`config.mk`:
```
export PLATFORM = sky130hd
export DESIGN_NAME = sts_queue
export DESIGN_NICKNAME = d
export VERILOG_FILES = /design/src/hdl/sts_pkg.sv /design/src/hdl/sts_queue.sv
export SDC_FILE = /design/constraint.sdc
export NUM_CORES = 1
export LEC_CHECK = 0
export BUFFER_PORTS_ARGS = -buffer_cell sky130_fd_sc_hd__buf_4
export CAP_MARGIN = 20
export CORE_ASPECT_RATIO = 1.5
export CORE_MARGIN = 5
export CORE_UTILIZATION = 40
export DETAILED_ROUTE_END_ITERATION = 10
export REMOVE_ABC_BUFFERS = 1
export SYNTH_ARGS = -nofsm -noshare
export SYNTH_HDL_FRONTEND = slang
export SYNTH_SLANG_ARGS = --single-unit
```
`constraint.sdc`:
```
create_clock -name clk -period 2.6 [get_ports clk]
set_clock_uncertainty 0.1 [all_clocks]
set_input_delay 0.13 -clock clk [delete_from_list [all_inputs] [get_ports clk]]
set_output_delay 0.13 -clock clk [all_outputs]
set_load 0.01 [all_outputs]
```
`src/hdl/sts_pkg.sv`:
```
// Shared types and constants of the sparse ternary index sampler.
// Used by the front end, the group queue, the back end and the top level.
// Depends on nothing.
package sts_pkg;

	localparam int MAX_DEGREE  = 1024;
	localparam int INDEX_BYTES = 8;
	localparam int MAX_WEIGHT  = 64;

	localparam int SIGN_DEPTH = MAX_WEIGHT / 8 + 1;

	localparam int DEG_W     = 11;                          // poly_degree register width
	localparam int WRAW_W    = 7;                           // encoding_weight register width
	localparam int COEF_W    = $clog2(MAX_DEGREE);          // coefficient index width
	localparam int PLACE_W   = $clog2(MAX_WEIGHT + 1);      // placement counter width
	localparam int SADDR_W   = $clog2(SIGN_DEPTH);          // sign byte address width
	localparam int SEEN_W    = $clog2(SIGN_DEPTH + 1);      // sign byte counter width
	localparam int IDX_W     = INDEX_BYTES * 8;             // one index group in bits
	localparam int CNT_W     = $clog2(INDEX_BYTES + 1);     // byte counter within a group
	localparam int QDEPTH    = 4;                           // group queue depth
	localparam int QADDR_W   = $clog2(QDEPTH);
	localparam int INFL_W    = $clog2(QDEPTH + 2);          // groups queued or in the back end
	localparam int EPOCH_W   = 6;                           // occupancy map epoch tag
	localparam int CFG_IDX_W = 1;
	localparam int CFG_DAT_W = DEG_W;
	localparam int OUT_W     = ((COEF_W + 1 + 7) / 8) * 8;  // output tdata width

	typedef enum logic [CFG_IDX_W-1:0] {
		REG_DEGREE = 1'b0,
		REG_WEIGHT = 1'b1
	} reg_idx_t;

	// Effective configuration, already clamped.
	typedef struct packed {
		logic [DEG_W-1:0]   degree;
		logic [PLACE_W-1:0] weight;
		logic [SEEN_W-1:0]  sign_total;
	} cfg_t;

	// Front end to back end.
	typedef struct packed {
		logic               clear;
		logic               sign_we;
		logic [SADDR_W-1:0] sign_addr;
		logic [7:0]         sign_data;
	} fr_ctrl_t;

	// Back end to front end.
	typedef struct packed {
		logic               sweeping;
		logic               group_done;
		logic [PLACE_W-1:0] placed;
	} bk_status_t;

	typedef enum logic [2:0] {
		ST_SWEEP,
		ST_IDLE,
		ST_MOD,
		ST_LOOK,
		ST_CHECK
	} bk_state_t;

endpackage

```
`src/hdl/sts_queue.sv`:
```
// Short queue of completed index groups between the front and back ends.
// Depends on sts_pkg.
module sts_queue (
	input  logic                      clk,
	input  logic                      arst_n,
	input  logic                      push,
	input  logic [sts_pkg::IDX_W-1:0] push_data,
	input  logic                      pop,
	output logic [sts_pkg::IDX_W-1:0] pop_data,
	output logic                      full,
	output logic                      empty
);

	logic [sts_pkg::IDX_W-1:0]   entry_q [sts_pkg::QDEPTH];
	logic [sts_pkg::QADDR_W-1:0] wr_ptr_q;
	logic [sts_pkg::QADDR_W-1:0] rd_ptr_q;
	logic [sts_pkg::QADDR_W:0]   count_q;

	assign full     = (count_q == (sts_pkg::QADDR_W + 1)'(sts_pkg::QDEPTH));
	assign empty    = (count_q == '0);
	assign pop_data = entry_q[rd_ptr_q];

	always_ff @(posedge clk) begin
		if (push) begin
			entry_q[wr_ptr_q] <= push_data;
		end
	end

	always_ff @(posedge clk or negedge arst_n) begin
		if (!arst_n) begin
			wr_ptr_q <= '0;
			rd_ptr_q <= '0;
			count_q  <= '0;
		end else begin
			if (push) begin
				wr_ptr_q <= (wr_ptr_q == sts_pkg::QADDR_W'(sts_pkg::QDEPTH - 1)) ?
					'0 : wr_ptr_q + 1'b1;
			end
			if (pop) begin
				rd_ptr_q <= (rd_ptr_q == sts_pkg::QADDR_W'(sts_pkg::QDEPTH - 1)) ?
					'0 : rd_ptr_q + 1'b1;
			end
			count_q <= count_q + (sts_pkg::QADDR_W + 1)'(push) -
				(sts_pkg::QADDR_W + 1)'(pop);
		end
	end

endmodule

```
======== Word level (Yosys, flattened, before mapping) ========
Memories as Yosys holds them, arrays and structs flattened.
Index checks and enable logic that the tools add are counted.
storage, ports and cells
  register bits after elaboration ......... 7
  latch bits .............................. 0
  memory bits (writable) .................. 256
  bits in read-only memories .............. 0
  input bits .............................. 68
  output and inout port bits .............. 66
  logic and storage cells ................. 16
  memories ................................ 1
cells by class
  $add $sub $neg .......................... 4
  multiply operators ...................... 0
  divide/modulo/power cells ............... 0
  $lt $le $gt $ge ......................... 0
  eq/ne operators ......................... 3
  shift operators ......................... 0
  mux-type cells .......................... 4
  bitwise operators ....................... 0
  reduce and logical (&&, ||, !) cells .... 1
memory list
  memory   depth  bits a word  read ports  clocked after memory_dff  write ports  RTL line         text
  entry_q  4      64           1           0                         1            sts_queue.sv:14  logic [sts_pkg::IDX_W-1:0] entry_q [sts_pkg::QDEPTH];
operators with widths
  operator                                                       number
  2-bit by 1-bit adder with 2-bit output, second input constant  2
  2-bit equality test, second input constant                     2
  2-bit two-way mux                                              2
  3-bit by 1-bit adder with 3-bit output                         1
  3-bit equality test, second input constant                     1
  3-bit logical NOT                                              1
  3-bit by 1-bit subtractor with 3-bit output                    1
  1-bit two-way mux                                              2

======== Depth between registers and ports, before layout ========
  depth after elaboration ................. 2
  gate-level depth with buffers ........... 6
  depth with buffers taken out ............ 6

======== Worst setup path after synthesis ========
Ideal clock, no wire load.
  path type ............................... register to register
  start ................................... register wr_ptr_q[0] (netlist bit)
  end ..................................... memory entry_q[2][0] (netlist bit) (enable)
  library setup time ...................... 0.429 ns
  arrival ................................. 2.125 ns
  required time ........................... 2.071 ns
  setup slack ............................. -0.053 ns
  stages on the path, launching flop included .. 4
  buffers on the path ..................... 0
  clock period less this slack ............ 2.653 ns
  cells stage by stage .................... dfrtp_1 inv_1 ha_1 and2_1
RTL lines
  item                    RTL line         text
  from (decl)             sts_queue.sv:15  logic [sts_pkg::QADDR_W-1:0] wr_ptr_q;
  from (signal assigned)  sts_queue.sv:36  wr_ptr_q <= (wr_ptr_q == sts_pkg::QADDR_W'(sts_pkg::QDEPTH - 1)) ?
  to (decl)               sts_queue.sv:14
Straight into the memory's write port.

======== Worst setup path after layout ========
  start ................................... register rd_ptr_q[1] (netlist bit)
  end ..................................... output pop_data[41] (netlist bit)
between the ends
  word-level cells in the longest chain between the ends .. 1
ends and longest elaborated chain
  item                    RTL line         text
  from (decl)             sts_queue.sv:16  logic [sts_pkg::QADDR_W-1:0] rd_ptr_q;
  from (signal assigned)  sts_queue.sv:40  rd_ptr_q <= (rd_ptr_q == sts_pkg::QADDR_W'(sts_pkg::QDEPTH - 1)) ?
  memory read 4 x 64 bit  -
  to (decl)               sts_queue.sv:9   output logic [sts_pkg::IDX_W-1:0] pop_data,
No other way between the ends.

==> impl_metrics.env <==
export IMPL_status="complete, no violations"
export IMPL_grt_overflow=0
export IMPL_async_flop_share_pct=2.66
export IMPL_synth_enable_flop_cells=256
export IMPL_p_leak_nw=4.41
export IMPL_drive_gt1_share_pct=41.8
export IMPL_synth_top_area_share_pct=79.7
export IMPL_fin_cells=937
export IMPL_min_path_cells=2
export IMPL_drv_cap=0
export IMPL_hold_path_end="entry_q[1][20]$_DFFE_PP_"
export IMPL_maxSlewViolCount=0
export IMPL_syn2layout_area_growth_pct=31.4
export IMPL_synth_seq_cells=263
export IMPL_dieArea_mm2=0.0274
export IMPL_r2r_end="rd_ptr_q[1]$_DFFE_PN0P_"
export IMPL_io_pins=134
export IMPL_rsz0062_at_grt="no"
export IMPL_startpoint_type="flop"
export IMPL_cts_tree="yes"
export IMPL_critPathRequiredTime_ns=2.37
export IMPL_antenna_found_initial=1
export IMPL_nFillCells=1860
export IMPL_synthTopCellsByCount="edfxtp_1 (256), mux4_2 (64), dfrtp_1 (7), ha_1 (7)"
export IMPL_core_area_mm2=0.0237
export IMPL_clkLatencyLatePin_ns=0.50
export IMPL_avgSynthCellArea_um2=26.1
export IMPL_yosysMostFrequentCell="edfxtp_1"
export IMPL_clk_pin_slew_worst_paths_ns=0.07
export IMPL_grt_max_degree=42
export IMPL_cts_max_path_buffers=3
export IMPL_hpwl_um=12300
export IMPL_ant_nets=0
export IMPL_rows=69
export IMPL_place_gp_congestion=0.712
export IMPL_fin_util_pct=53.3
export IMPL_synth_cell_type_count=20
export IMPL_routed_top_layer="met4"
export IMPL_die_w_um=137
export IMPL_synth_area_leaders="edfxtp_1 (80%), mux4_2 (15%), dfrtp_1 (1.8%)"
export IMPL_post_drt_via_cell_ratio=4.89
export IMPL_wl_per_cell_um=20.6
export IMPL_first_pass_iters=4
export IMPL_crit_type="reg2out"
export IMPL_rr_startpoint="rd_ptr_q[1]$_DFFE_PN0P_"
export IMPL_rr_worst_depth=3
export IMPL_wl_met2_um=11100
export IMPL_syn_area_mm2=0.00964
export IMPL_grt_pass1_wl_um=29800
export IMPL_grt_usage_pct=14.2
export IMPL_yosysTopAreaCell="edfxtp_1"
export IMPL_fp_dieH_um=200
export IMPL_multi_input_area_mm2=0.00166
export IMPL_seq_area_mm2=0.00787
export IMPL_powerDensity_mw_per_mm2=1060
export IMPL_setup_viol=0
export IMPL_cp_end_kind="output pin"
export IMPL_io_buffers=133
export IMPL_nets=675
export IMPL_synthFlopType="edfxtp_1"
export IMPL_clock_fmax_ghz=0.411
export IMPL_grt_pass1_vias=5255
export IMPL_cp_max_fo=34
export IMPL_worstPathArrival_ns=2.20
export IMPL_vias=4585
export IMPL_rrSetupSlack_ns=0.76
export IMPL_yosys_warnings=0
export IMPL_hold_class="in2reg"
export IMPL_htreeDepth=1
export IMPL_final_min_clock_period_ns=2.43
export IMPL_ir_drop_mv=0.515
export IMPL_synthCells=370
export IMPL_dp_cells=823
export IMPL_route_met3_wl_um=766
export IMPL_worst_pin_slew_ns=0.539
export IMPL_wirelength_um=19300
export IMPL_cts_inserted_buffers=24
export IMPL_clkSinkCount=263
export IMPL_met1_length_um=7210
export IMPL_finalHoldViolCount=0
export IMPL_drt_iter0_markers=245
export IMPL_period_share_pct=93.6
export IMPL_route_detailed_drc=0
export IMPL_slew_limit_headroom_pct=64.1
export IMPL_ys_seq_area_share_pct=81.5
export IMPL_root_buffer="clkbuf_16"
export IMPL_start_util_pct=40.6
export IMPL_worstHoldStart="push_data[20]"
export IMPL_total_power_mw=13.5
==> worst max-delay path, cell delays in order (launching register included) <==
cell and delay [ns]:
dfrtp_4 0.77, buf_4 0.37, mux4_2 0.37, buf_4 0.16
==> sequential cells by signal, indices dropped and copies added, names as in the netlist <==
name,count
entry_q,256
count_q,3
rd_ptr_q,2
wr_ptr_q,2
==> timing repair <==
item,4_1_cts,5_1_grt
resized for setup,0,0
setup endpoints to repair,0,29
buffers inserted,0,1
hold buffers,68,0
hold endpoints to repair,268,0
==> where the power goes <==
group          total, mW  leakage (nW)  switching, mW  internal (mW)
clock network       3.60         0.403           1.45           2.15
registers           5.79          2.43          0.352           5.44
logic               4.08          1.57           1.87           2.21
==> kinds of logic (layout without fill, tap and decap cells) <==
kind of cell / Yosys count / count (layout) / share of synthesized area [%]
buffers and inverters: 20 / 267 / 1.32
adder cells (fa/ha/maj): 8 / 8 / 1.12
XOR/XNOR: 2 / 2 / 0.182
AND/OR/NAND/NOR: 9 / 9 / 0.545
multiplexers: 66 / 66 / 15.2
AO/OA/AOI/OAI: 2 / 2 / 0.104
other: 0 / 1 / 0
flip-flops: 263 / 263 / 81.5
==> per-stage QoR <==
step | TNS [ns] | hold WS, ns | setup WS, ns | area (um^2)
2_1_floorplan | -69.11 | -0.266 | -0.984 | 9540
3_3_place_gp | 0 | -0.151 | 0.560 | 11100
5_1_grt | 0 | 0.261 | 0.0502 | 12700
6_report | 0 | 0.268 | 0.167 | 12700
4_1_cts | 0 | 0.238 | 0.00891 | 12600
3_5_place_dp | 0 | -0.146 | 0.554 | 11100
==> worst max-delay path by stage <==
stage	start	slack (ns)	cells past startpoint	end
after floorplan	rd_ptr_q[0]$_DFFE_PN0P_	-0.98	3	rd_ptr_q[0]$_DFFE_PN0P_
after global placement	rd_ptr_q[0]$_DFFE_PN0P_	0.56	3	pop_data[12]
after detailed placement	rd_ptr_q[0]$_DFFE_PN0P_	0.55	3	pop_data[41]
after CTS	rd_ptr_q[0]$_DFFE_PN0P_	0.009	3	pop_data[41]
after global routing	rd_ptr_q[1]$_DFFE_PN0P_	0.05	3	pop_data[38]
final	rd_ptr_q[1]$_DFFE_PN0P_	0.17	3	pop_data[41]
==> layout by cell type, fill, tap and decap left out, drive strengths merged <==
cell type,synthesis,routed
mux2,2,2
clkbuf,1,29
and3,1,1
mux4,64,64
bufinv,0,4
nor2,1,1
ha,7,7
inv,6,6
edfxtp,256,256
dfrtp,7,7
fa,1,1
buf,13,149
xor2,1,1
o21ai,2,2
clkinv,0,11
nor3,1,1
xnor2,1,1
or3b,1,1
nand2,1,1
dlygate4sd3,0,68
and2,4,4
diode,0,1
==> final cells by class <==
class	count	share of cell area [%]
Antenna cell	1	0.0198
Clock buffer	29	5.06
Clock inverter	15	1.37
Inverter	6	0.178
Multi-Input combinational cell	87	13.1
Sequential cell	263	62.1
Tap cell	319	3.15
Timing Repair Buffer	217	15.0
==> metal layers <==
metal	GRT usage (%)	vias to the layer above
met2	26.8	100
met5	0	-
met3	2.21	18
met1	16.5	2426
li1	-	2041
met4	3.39	0
(Power assumes the default switching activity.)
