`config.mk`:
```
export PLATFORM = sky130hd
export DESIGN_NAME = sts_front
export DESIGN_NICKNAME = d
export VERILOG_FILES = /design/src/hdl/sts_pkg.sv /design/src/hdl/sts_front.sv
export SDC_FILE = /design/constraint.sdc
export NUM_CORES = 1
export LEC_CHECK = 0
export ABC_CLOCK_PERIOD_IN_PS = 5500
export BUFFER_PORTS_ARGS = -buffer_cell sky130_fd_sc_hd__buf_2
export CAP_MARGIN = 15
export CORE_AREA = 10 10 122 91
export DETAILED_ROUTE_END_ITERATION = 10
export DIE_AREA = 0 0 132 101
export PLACE_DENSITY = 0.7
export SLEW_MARGIN = 20
export SYNTH_ARGS = -nofsm -noshare
export SYNTH_HDL_FRONTEND = slang
export SYNTH_SLANG_ARGS = --single-unit
```
`constraint.sdc`:
```
create_clock -name clk -period 5.5 [get_ports clk]
set_input_delay 0.55 -clock clk [delete_from_list [all_inputs] [get_ports clk]]
set_output_delay 0.55 -clock clk [all_outputs]
set_load 0.05 [all_outputs]
```
`src/hdl/sts_pkg.sv`:
```
// Shared types and constants of the sparse ternary index sampler.
// Used by the front end, the group queue, the back end and the top level.
// Depends on nothing.
package sts_pkg;

	localparam int MAX_DEGREE  = 1024;
	localparam int INDEX_BYTES = 8;
	localparam int MAX_WEIGHT  = 64;

	localparam int SIGN_DEPTH = MAX_WEIGHT / 8 + 1;

	localparam int DEG_W     = 11;                          // poly_degree register width
	localparam int WRAW_W    = 7;                           // encoding_weight register width
	localparam int COEF_W    = $clog2(MAX_DEGREE);          // coefficient index width
	localparam int PLACE_W   = $clog2(MAX_WEIGHT + 1);      // placement counter width
	localparam int SADDR_W   = $clog2(SIGN_DEPTH);          // sign byte address width
	localparam int SEEN_W    = $clog2(SIGN_DEPTH + 1);      // sign byte counter width
	localparam int IDX_W     = INDEX_BYTES * 8;             // one index group in bits
	localparam int CNT_W     = $clog2(INDEX_BYTES + 1);     // byte counter within a group
	localparam int QDEPTH    = 4;                           // group queue depth
	localparam int QADDR_W   = $clog2(QDEPTH);
	localparam int INFL_W    = $clog2(QDEPTH + 2);          // groups queued or in the back end
	localparam int EPOCH_W   = 6;                           // occupancy map epoch tag
	localparam int CFG_IDX_W = 1;
	localparam int CFG_DAT_W = DEG_W;
	localparam int OUT_W     = ((COEF_W + 1 + 7) / 8) * 8;  // output tdata width

	typedef enum logic [CFG_IDX_W-1:0] {
		REG_DEGREE = 1'b0,
		REG_WEIGHT = 1'b1
	} reg_idx_t;

	// Effective configuration, already clamped.
	typedef struct packed {
		logic [DEG_W-1:0]   degree;
		logic [PLACE_W-1:0] weight;
		logic [SEEN_W-1:0]  sign_total;
	} cfg_t;

	// Front end to back end.
	typedef struct packed {
		logic               clear;
		logic               sign_we;
		logic [SADDR_W-1:0] sign_addr;
		logic [7:0]         sign_data;
	} fr_ctrl_t;

	// Back end to front end.
	typedef struct packed {
		logic               sweeping;
		logic               group_done;
		logic [PLACE_W-1:0] placed;
	} bk_status_t;

	typedef enum logic [2:0] {
		ST_SWEEP,
		ST_IDLE,
		ST_MOD,
		ST_LOOK,
		ST_CHECK
	} bk_state_t;

endpackage

```
`src/hdl/sts_front.sv`:
```
// Front end: accepts keystream bytes, handles start, routes sign bytes and
// packs index groups into the queue. Depends on sts_pkg.
module sts_front (
	input  logic                       clk,
	input  logic                       arst_n,
	input  logic                       s_axis_tvalid,
	output logic                       s_axis_tready,
	input  logic [7:0]                 s_axis_tdata,
	input  logic                       s_axis_tuser,
	input  sts_pkg::cfg_t              cfg,
	input  sts_pkg::bk_status_t        st,
	output sts_pkg::fr_ctrl_t          ctl,
	output logic                       q_push,
	output logic [sts_pkg::IDX_W-1:0]  q_data,
	input  logic                       q_full
);

	logic [sts_pkg::SEEN_W-1:0]  seen_q;
	logic [sts_pkg::CNT_W-1:0]   cnt_q;
	logic [sts_pkg::IDX_W-1:0]   acc_q;
	logic [sts_pkg::INFL_W-1:0]  inflight_q;

	logic [sts_pkg::SEEN_W-1:0]  seen_e;
	logic [sts_pkg::CNT_W-1:0]   cnt_e;
	logic [sts_pkg::IDX_W-1:0]   acc_e;
	logic                        in_sign;
	logic                        completing;
	logic [sts_pkg::PLACE_W:0]   promised;
	logic                        not_done;
	logic                        done_known;
	logic                        take;
	logic                        act;

	always_comb begin
		seen_e     = s_axis_tuser ? '0 : seen_q;
		cnt_e      = s_axis_tuser ? '0 : cnt_q;
		acc_e      = s_axis_tuser ? '0 : acc_q;
		in_sign    = (seen_e < cfg.sign_total);
		completing = !in_sign && (cnt_e == sts_pkg::CNT_W'(sts_pkg::INDEX_BYTES - 1));

		// Every queued group may still place, so the encoding is certainly
		// open while the promised total stays below the weight.
		promised   = (sts_pkg::PLACE_W + 1)'(st.placed) +
			(sts_pkg::PLACE_W + 1)'(inflight_q);
		not_done   = (promised < (sts_pkg::PLACE_W + 1)'(cfg.weight));
		done_known = (inflight_q == '0) && (st.placed >= cfg.weight);

		if (s_axis_tuser) begin
			s_axis_tready = !st.sweeping && (inflight_q == '0);
		end else begin
			s_axis_tready = !st.sweeping &&
				(done_known || (not_done && !(completing && q_full)));
		end

		take = s_axis_tvalid && s_axis_tready;
		act  = take && (s_axis_tuser || !done_known);

		ctl.clear     = take && s_axis_tuser;
		ctl.sign_we   = act && in_sign;
		ctl.sign_addr = seen_e[sts_pkg::SADDR_W-1:0];
		ctl.sign_data = s_axis_tdata;

		q_push = act && completing;
		q_data = (acc_e << 8) | sts_pkg::IDX_W'(s_axis_tdata);
	end

	always_ff @(posedge clk or negedge arst_n) begin
		if (!arst_n) begin
			seen_q     <= '0;
			cnt_q      <= '0;
			acc_q      <= '0;
			inflight_q <= '0;
		end else begin
			if (act) begin
				if (in_sign) begin
					seen_q <= seen_e + 1'b1;
					cnt_q  <= cnt_e;
					acc_q  <= acc_e;
				end else if (completing) begin
					seen_q <= seen_e;
					cnt_q  <= '0;
					acc_q  <= '0;
				end else begin
					seen_q <= seen_e;
					cnt_q  <= cnt_e + 1'b1;
					acc_q  <= (acc_e << 8) | sts_pkg::IDX_W'(s_axis_tdata);
				end
			end
			inflight_q <= inflight_q + sts_pkg::INFL_W'(q_push) -
				sts_pkg::INFL_W'(st.group_done);
		end
	end

	a_done_has_group: assert property (@(posedge clk) disable iff (!arst_n)
		st.group_done |-> inflight_q != '0)
		else $error("group finished with no group outstanding");

	a_push_room: assert property (@(posedge clk) disable iff (!arst_n)
		q_push |-> !q_full)
		else $error("group pushed into a full queue");

	a_inflight_bound: assert property (@(posedge clk) disable iff (!arst_n)
		inflight_q <= sts_pkg::INFL_W'(sts_pkg::QDEPTH + 1))
		else $error("outstanding group count beyond queue and back end");

endmodule

```
======== Word level (Yosys, flattened, before mapping) ========
Cells that the tools add are included.
word-level totals
  logic and storage cells ................. 41
  output and inout bits ................... 80
  flip-flop bits (word level) ............. 67
cells by class
  reduce and logical (&&, ||, !) cells .... 18
  muxes and demuxes ....................... 9
  eq/ne operators ......................... 1
  add/sub/neg operators ................... 5
  magnitude comparators ................... 3
  bitwise operators ....................... 1
operator list
  kind                                                              count
  56-bit 2-to-1 mux                                                 3
  64-bit by 8-bit bitwise OR with 64-bit output                     1
  4-bit 2-to-1 mux                                                  5
  1-bit logical AND                                                 11
  4-bit by 1-bit adder with 4-bit output (second input constant)    2
  7-bit by 3-bit adder with 8-bit output                            1
  8-bit by 7-bit < comparator with 1-bit output                     1
  7-bit >= comparator                                               1
  4-bit by 3-bit == test with 1-bit output (second input constant)  1
  1-bit logical NOT                                                 4
  4-bit < comparator                                                1
  3-bit by 1-bit adder with 3-bit output                            1
  3-bit logical NOT                                                 1
  3-bit by 1-bit subtractor with 3-bit output                       1
  1-bit logical OR                                                  2
  1-bit 2-to-1 mux                                                  1

======== Depth between registers and ports, before layout ========
  word-level depth ........................ 15
  depth in mapped cells ................... 17
  gate-level depth less buffers ........... 16

======== Worst setup path before layout ========
OpenSTA, ideal clock, no wires.
  kind .................................... input port to flip-flop
  start point ............................. input s_axis_tuser
  end point ............................... register inflight_q[1] (netlist name)
  slack ................................... 0.636 ns
  cell stages on the path ................. 14
  arrival time ............................ 4.728 ns
  setup time .............................. 0.135 ns
  cells stage by stage .................... clkbuf_1 > clkbuf_1 > clkbuf_1 > nor2b_1 > ha_1 > o211ai_1 > o21ba_1 > o211ai_1 > a32o_1 > buf_6 > nand2_1 > nor2_1 > ha_1 > fa_1
RTL lines
  item                  RTL line         RTL
  start, declared       sts_front.sv:9   input logic s_axis_tuser,
  end signal, assigned  sts_front.sv:89  inflight_q <= inflight_q + sts_pkg::INFL_W'(q_push) -
  end, declared         sts_front.sv:21  logic [sts_pkg::INFL_W-1:0] inflight_q;

======== Final worst setup path ========
  start point ............................. register inflight_q[0] (netlist name)
  end point ............................... output q_push
on the way
  cells in the longest elaborated chain, start to end .. 9
  elaborated cells between the ends (all ways) .. 14
  those cells by class .................... add/sub (1); order compare (1); mux (1); reduce/logical (11)
ends and longest elaborated chain
  item                                           RTL line         RTL
  7-bit by 3-bit adder with 8-bit output         sts_front.sv:43  promised = (sts_pkg::PLACE_W + 1)'(st.placed) +
  8-bit by 7-bit < comparator with 1-bit output  sts_front.sv:45  not_done = (promised < (sts_pkg::PLACE_W + 1)'(cfg.weight));
  1-bit logical AND                              sts_front.sv:52  (done_known || (not_done && !(completing && q_full)));
  1-bit logical OR                               sts_front.sv:52
  1-bit logical AND                              sts_front.sv:51  s_axis_tready = !st.sweeping &&
  1-bit 2-to-1 mux                               sts_front.sv:48  if (s_axis_tuser) begin
  1-bit logical AND                              sts_front.sv:55  take = s_axis_tvalid && s_axis_tready;
  1-bit logical AND (*)                          sts_front.sv:56  act = take && (s_axis_tuser || !done_known);
  1-bit logical AND (*)                          sts_front.sv:63  q_push = act && completing;
  end, declared                                  sts_front.sv:13  output logic q_push,
Every way passes the cells marked *; elsewhere a longest branch is shown, timed or not.

==> metrics.csv <==
metric;value;unit
synthesized cell area;3820;sq um
# hold bufs at CTS;0;
Setup WS post-layout;0.951;ns
Area Overhead vs Synth;20.5;%
CTS max path bufs;2;
Vias;3029;
crit path from;inflight_q[0];
Crit path arrival time;4.00;ns
Synth top area share;0.438;
number of CTS-inserted buffers;9;
RSZ-0062 raised after global routing;no;
total gr overflow;0;
largest area contributor in the netlist;dfrtp_1;
dominant cells by area after synthesis;dfrtp_1 (44%), a22o_1 (13%), nor2b_1 (10%);
post-synthesis sequential area ratio;0.438;
Worst Path Max Fanout;12;
Net Sw Frac;0.337;
GRT Overall Usage;0.142;
# DRC;0;
Syn Inst Count;362;
Worst Reg-to-Reg Cells;14;
Slew @ Worst Pin;0.893;ns
syn avg cell area;10.6;sq um
Slew HR;0.400;
first-pass GRT wire length;15700;um
# port buffers;112;
gpl congestion;0.839;
clock skew;0.00801;ns
antenna violations before repair;0;
hold_ws;0.333;ns
CTS H-tree depth;3;
# resized after CTS;0;
drt first pass iters;4;
Multi-input gate area;1850;sq um
clock root buffer;clkbuf_16;
final instance count without filler cells;577;
leakage;0.00246;uW
kind of end point of the critical path;output pin;
prevailing post-synth register cell;dfrtp_1;
Core ar.;8820;sq um
post-route antenna net violation count;0;
WL/cell;16.6;um
Cell Pwr Density;343;nW/um^2
Reg-to-Reg Start;inflight_q[0];
DP HPWL;6980;um
vias per cell;5.25;
Yosys cell types;42;
die width;132;um
synthesized net count;431;
TritonCTS clock tree;done;
Final Hold Fails;0;
Synth Register Bits;67;
die area;13300;sq um
Min-Delay Path Class;in2async;
Setup CP Type;reg2out;
pin count of the biggest net entering global routing;68;
drt total wl;9580;um
number of setup buffers added after CTS;0;
NetSw;533;uW
Die Y-Extent;101;um
ant diodes;0;
row count;29;
Register Area;1680;sq um
DP Cell Count;562;
post-layout min period;4.55;ns
Clk pwr share;0.351;
layout cells sized above 1;0.289;
Worst R2R Setup Slack;1.41;ns
sequential cell fraction of total power;0.368;
Final setup violation count;0;
max cap viols;0;
Sink Count;67;
# IOs;124;
setup_tns;0;ns
Logic pwr share;0.281;
Peak Freq;0.220;GHz
Final Cycle Share;0.827;
fillers;850;
Pint;1050;uW
drt initial violations;230;
vias in the first global route;3129;
Reg2Reg Capture Point;inflight_q[1];
Synth Warn #;0;
ys async rst share;1.00;
outcome;complete, no violations;
Clock Pin Slew Worst Setup and Hold Paths;0.06;ns
Worst setup SP type;flip-flop;
initial core utilization;0.434;
DP Worst Slack;1.06;ns
# nets final;518;
Critical Path RT;4.95;ns
worst-skew pair later-pin latency;0.32;ns
number of synthesized flops with an enable pin;0;
worst-case vdd ir drop;217;uV
Final Slew Violations;0;
-- cells by family after synthesis --
family,synth area share
AO/OA/AOI/OAI,0.220
XOR/XNOR,0.0160
adder cells (fa/ha/maj),0.0857
buffers and inverters,0.0808
flip-flops,0.438
AND/OR/NAND/NOR,0.159
-- through the flow --
| step | util | cell area, sq um | power [uW] |
|---|---|---|---|
| floorplan | - | 3820 | 928 |
| global placement | 0.490 | 4320 | 1020 |
| detailed placement | 0.490 | 4320 | 1040 |
| CTS | 0.523 | 4610 | 1600 |
| global route | 0.523 | 4610 | 1680 |
| finish | 0.523 | 4610 | 1580 |
-- cells in the mapped netlist (7+ instances only) --
cell type / n
buf_4: 18
buf_2: 7
dfrtp_1: 67
a22o_1: 58
nor2b_1: 64
o21ai_0: 12
nand2_1: 10
inv_1: 16
nor2_1: 10
clkbuf_1: 9
ha_1: 23
a21oi_1: 8
-- cell type report --
type                       count  share of cell area
multi-input combinational    241               0.401
clock buffer                   9              0.0489
inverter                      16              0.0130
tap                          124              0.0337
timing repair buffer         114               0.125
sequential                    67               0.364
clock inverter                 6              0.0147
-- placed cells by master (no fill, tap or decap), drive strengths merged, types with 2 or more instances in the layout --
cell	n
a211o	3
a21o	5
a21oi	8
a22o	58
a32o	4
and2	3
and3	2
buf	114
clkbuf	9
clkinv	3
clkinvlp	2
dfrtp	67
fa	2
ha	23
inv	16
nand2	10
nand3	4
nand4	2
nor2	10
nor2b	64
nor3	2
nor3b	2
o211ai	3
o21a	2
o21ai	12
o2bb2ai	2
xnor2	5
xor2	2
-- layer usage --
layer,GRT usage,share of wire,vias up
li1,-,-,1469
met1,0.202,0.50,1456
met2,0.202,0.44,100
met3,0.0428,0.047,4
met4,0.0401,0.0048,0
met5,0,0,-
-- critical path: stages (launching register included) --
cell and delay, ns:
dfrtp_1 0.42, ha_1 0.23, fa_1 0.41, a21o_1 0.18, nor2b_1 0.14, xnor2_1 0.12, ha_1 0.31, a211o_1 0.30
a31oi_1 0.14, o311a_1 0.25, a32o_1 0.48, nand2_1 0.17, nor2_1 0.21, buf_2 0.31
-- how the worst max path moves through the flow --
stage / to / slack (ns) / depth (start not counted)
after floorplan: inflight_q[1] / 0.64 / 14
after global placement: q_push / 1.13 / 14
after detailed placement: q_push / 1.06 / 14
after CTS: q_push / 0.94 / 13
after global routing: q_push / 0.70 / 13
final: q_push / 0.95 / 13
-- power groups by stage --
stage,sequential (uW),clock (uW),combinational [uW]
6_report,583,556,444
5_1_grt,590,597,494
4_1_cts,583,572,448
2_1_floorplan,577,0,351
3_3_place_gp,589,0,428
3_5_place_dp,591,0,445
-- state kept, by name (all words and copies together) (netlist names) --
register and count:
seen_q 4, acc_q 56, inflight_q 3, cnt_q 4
(Power assumes the default switching activity.)
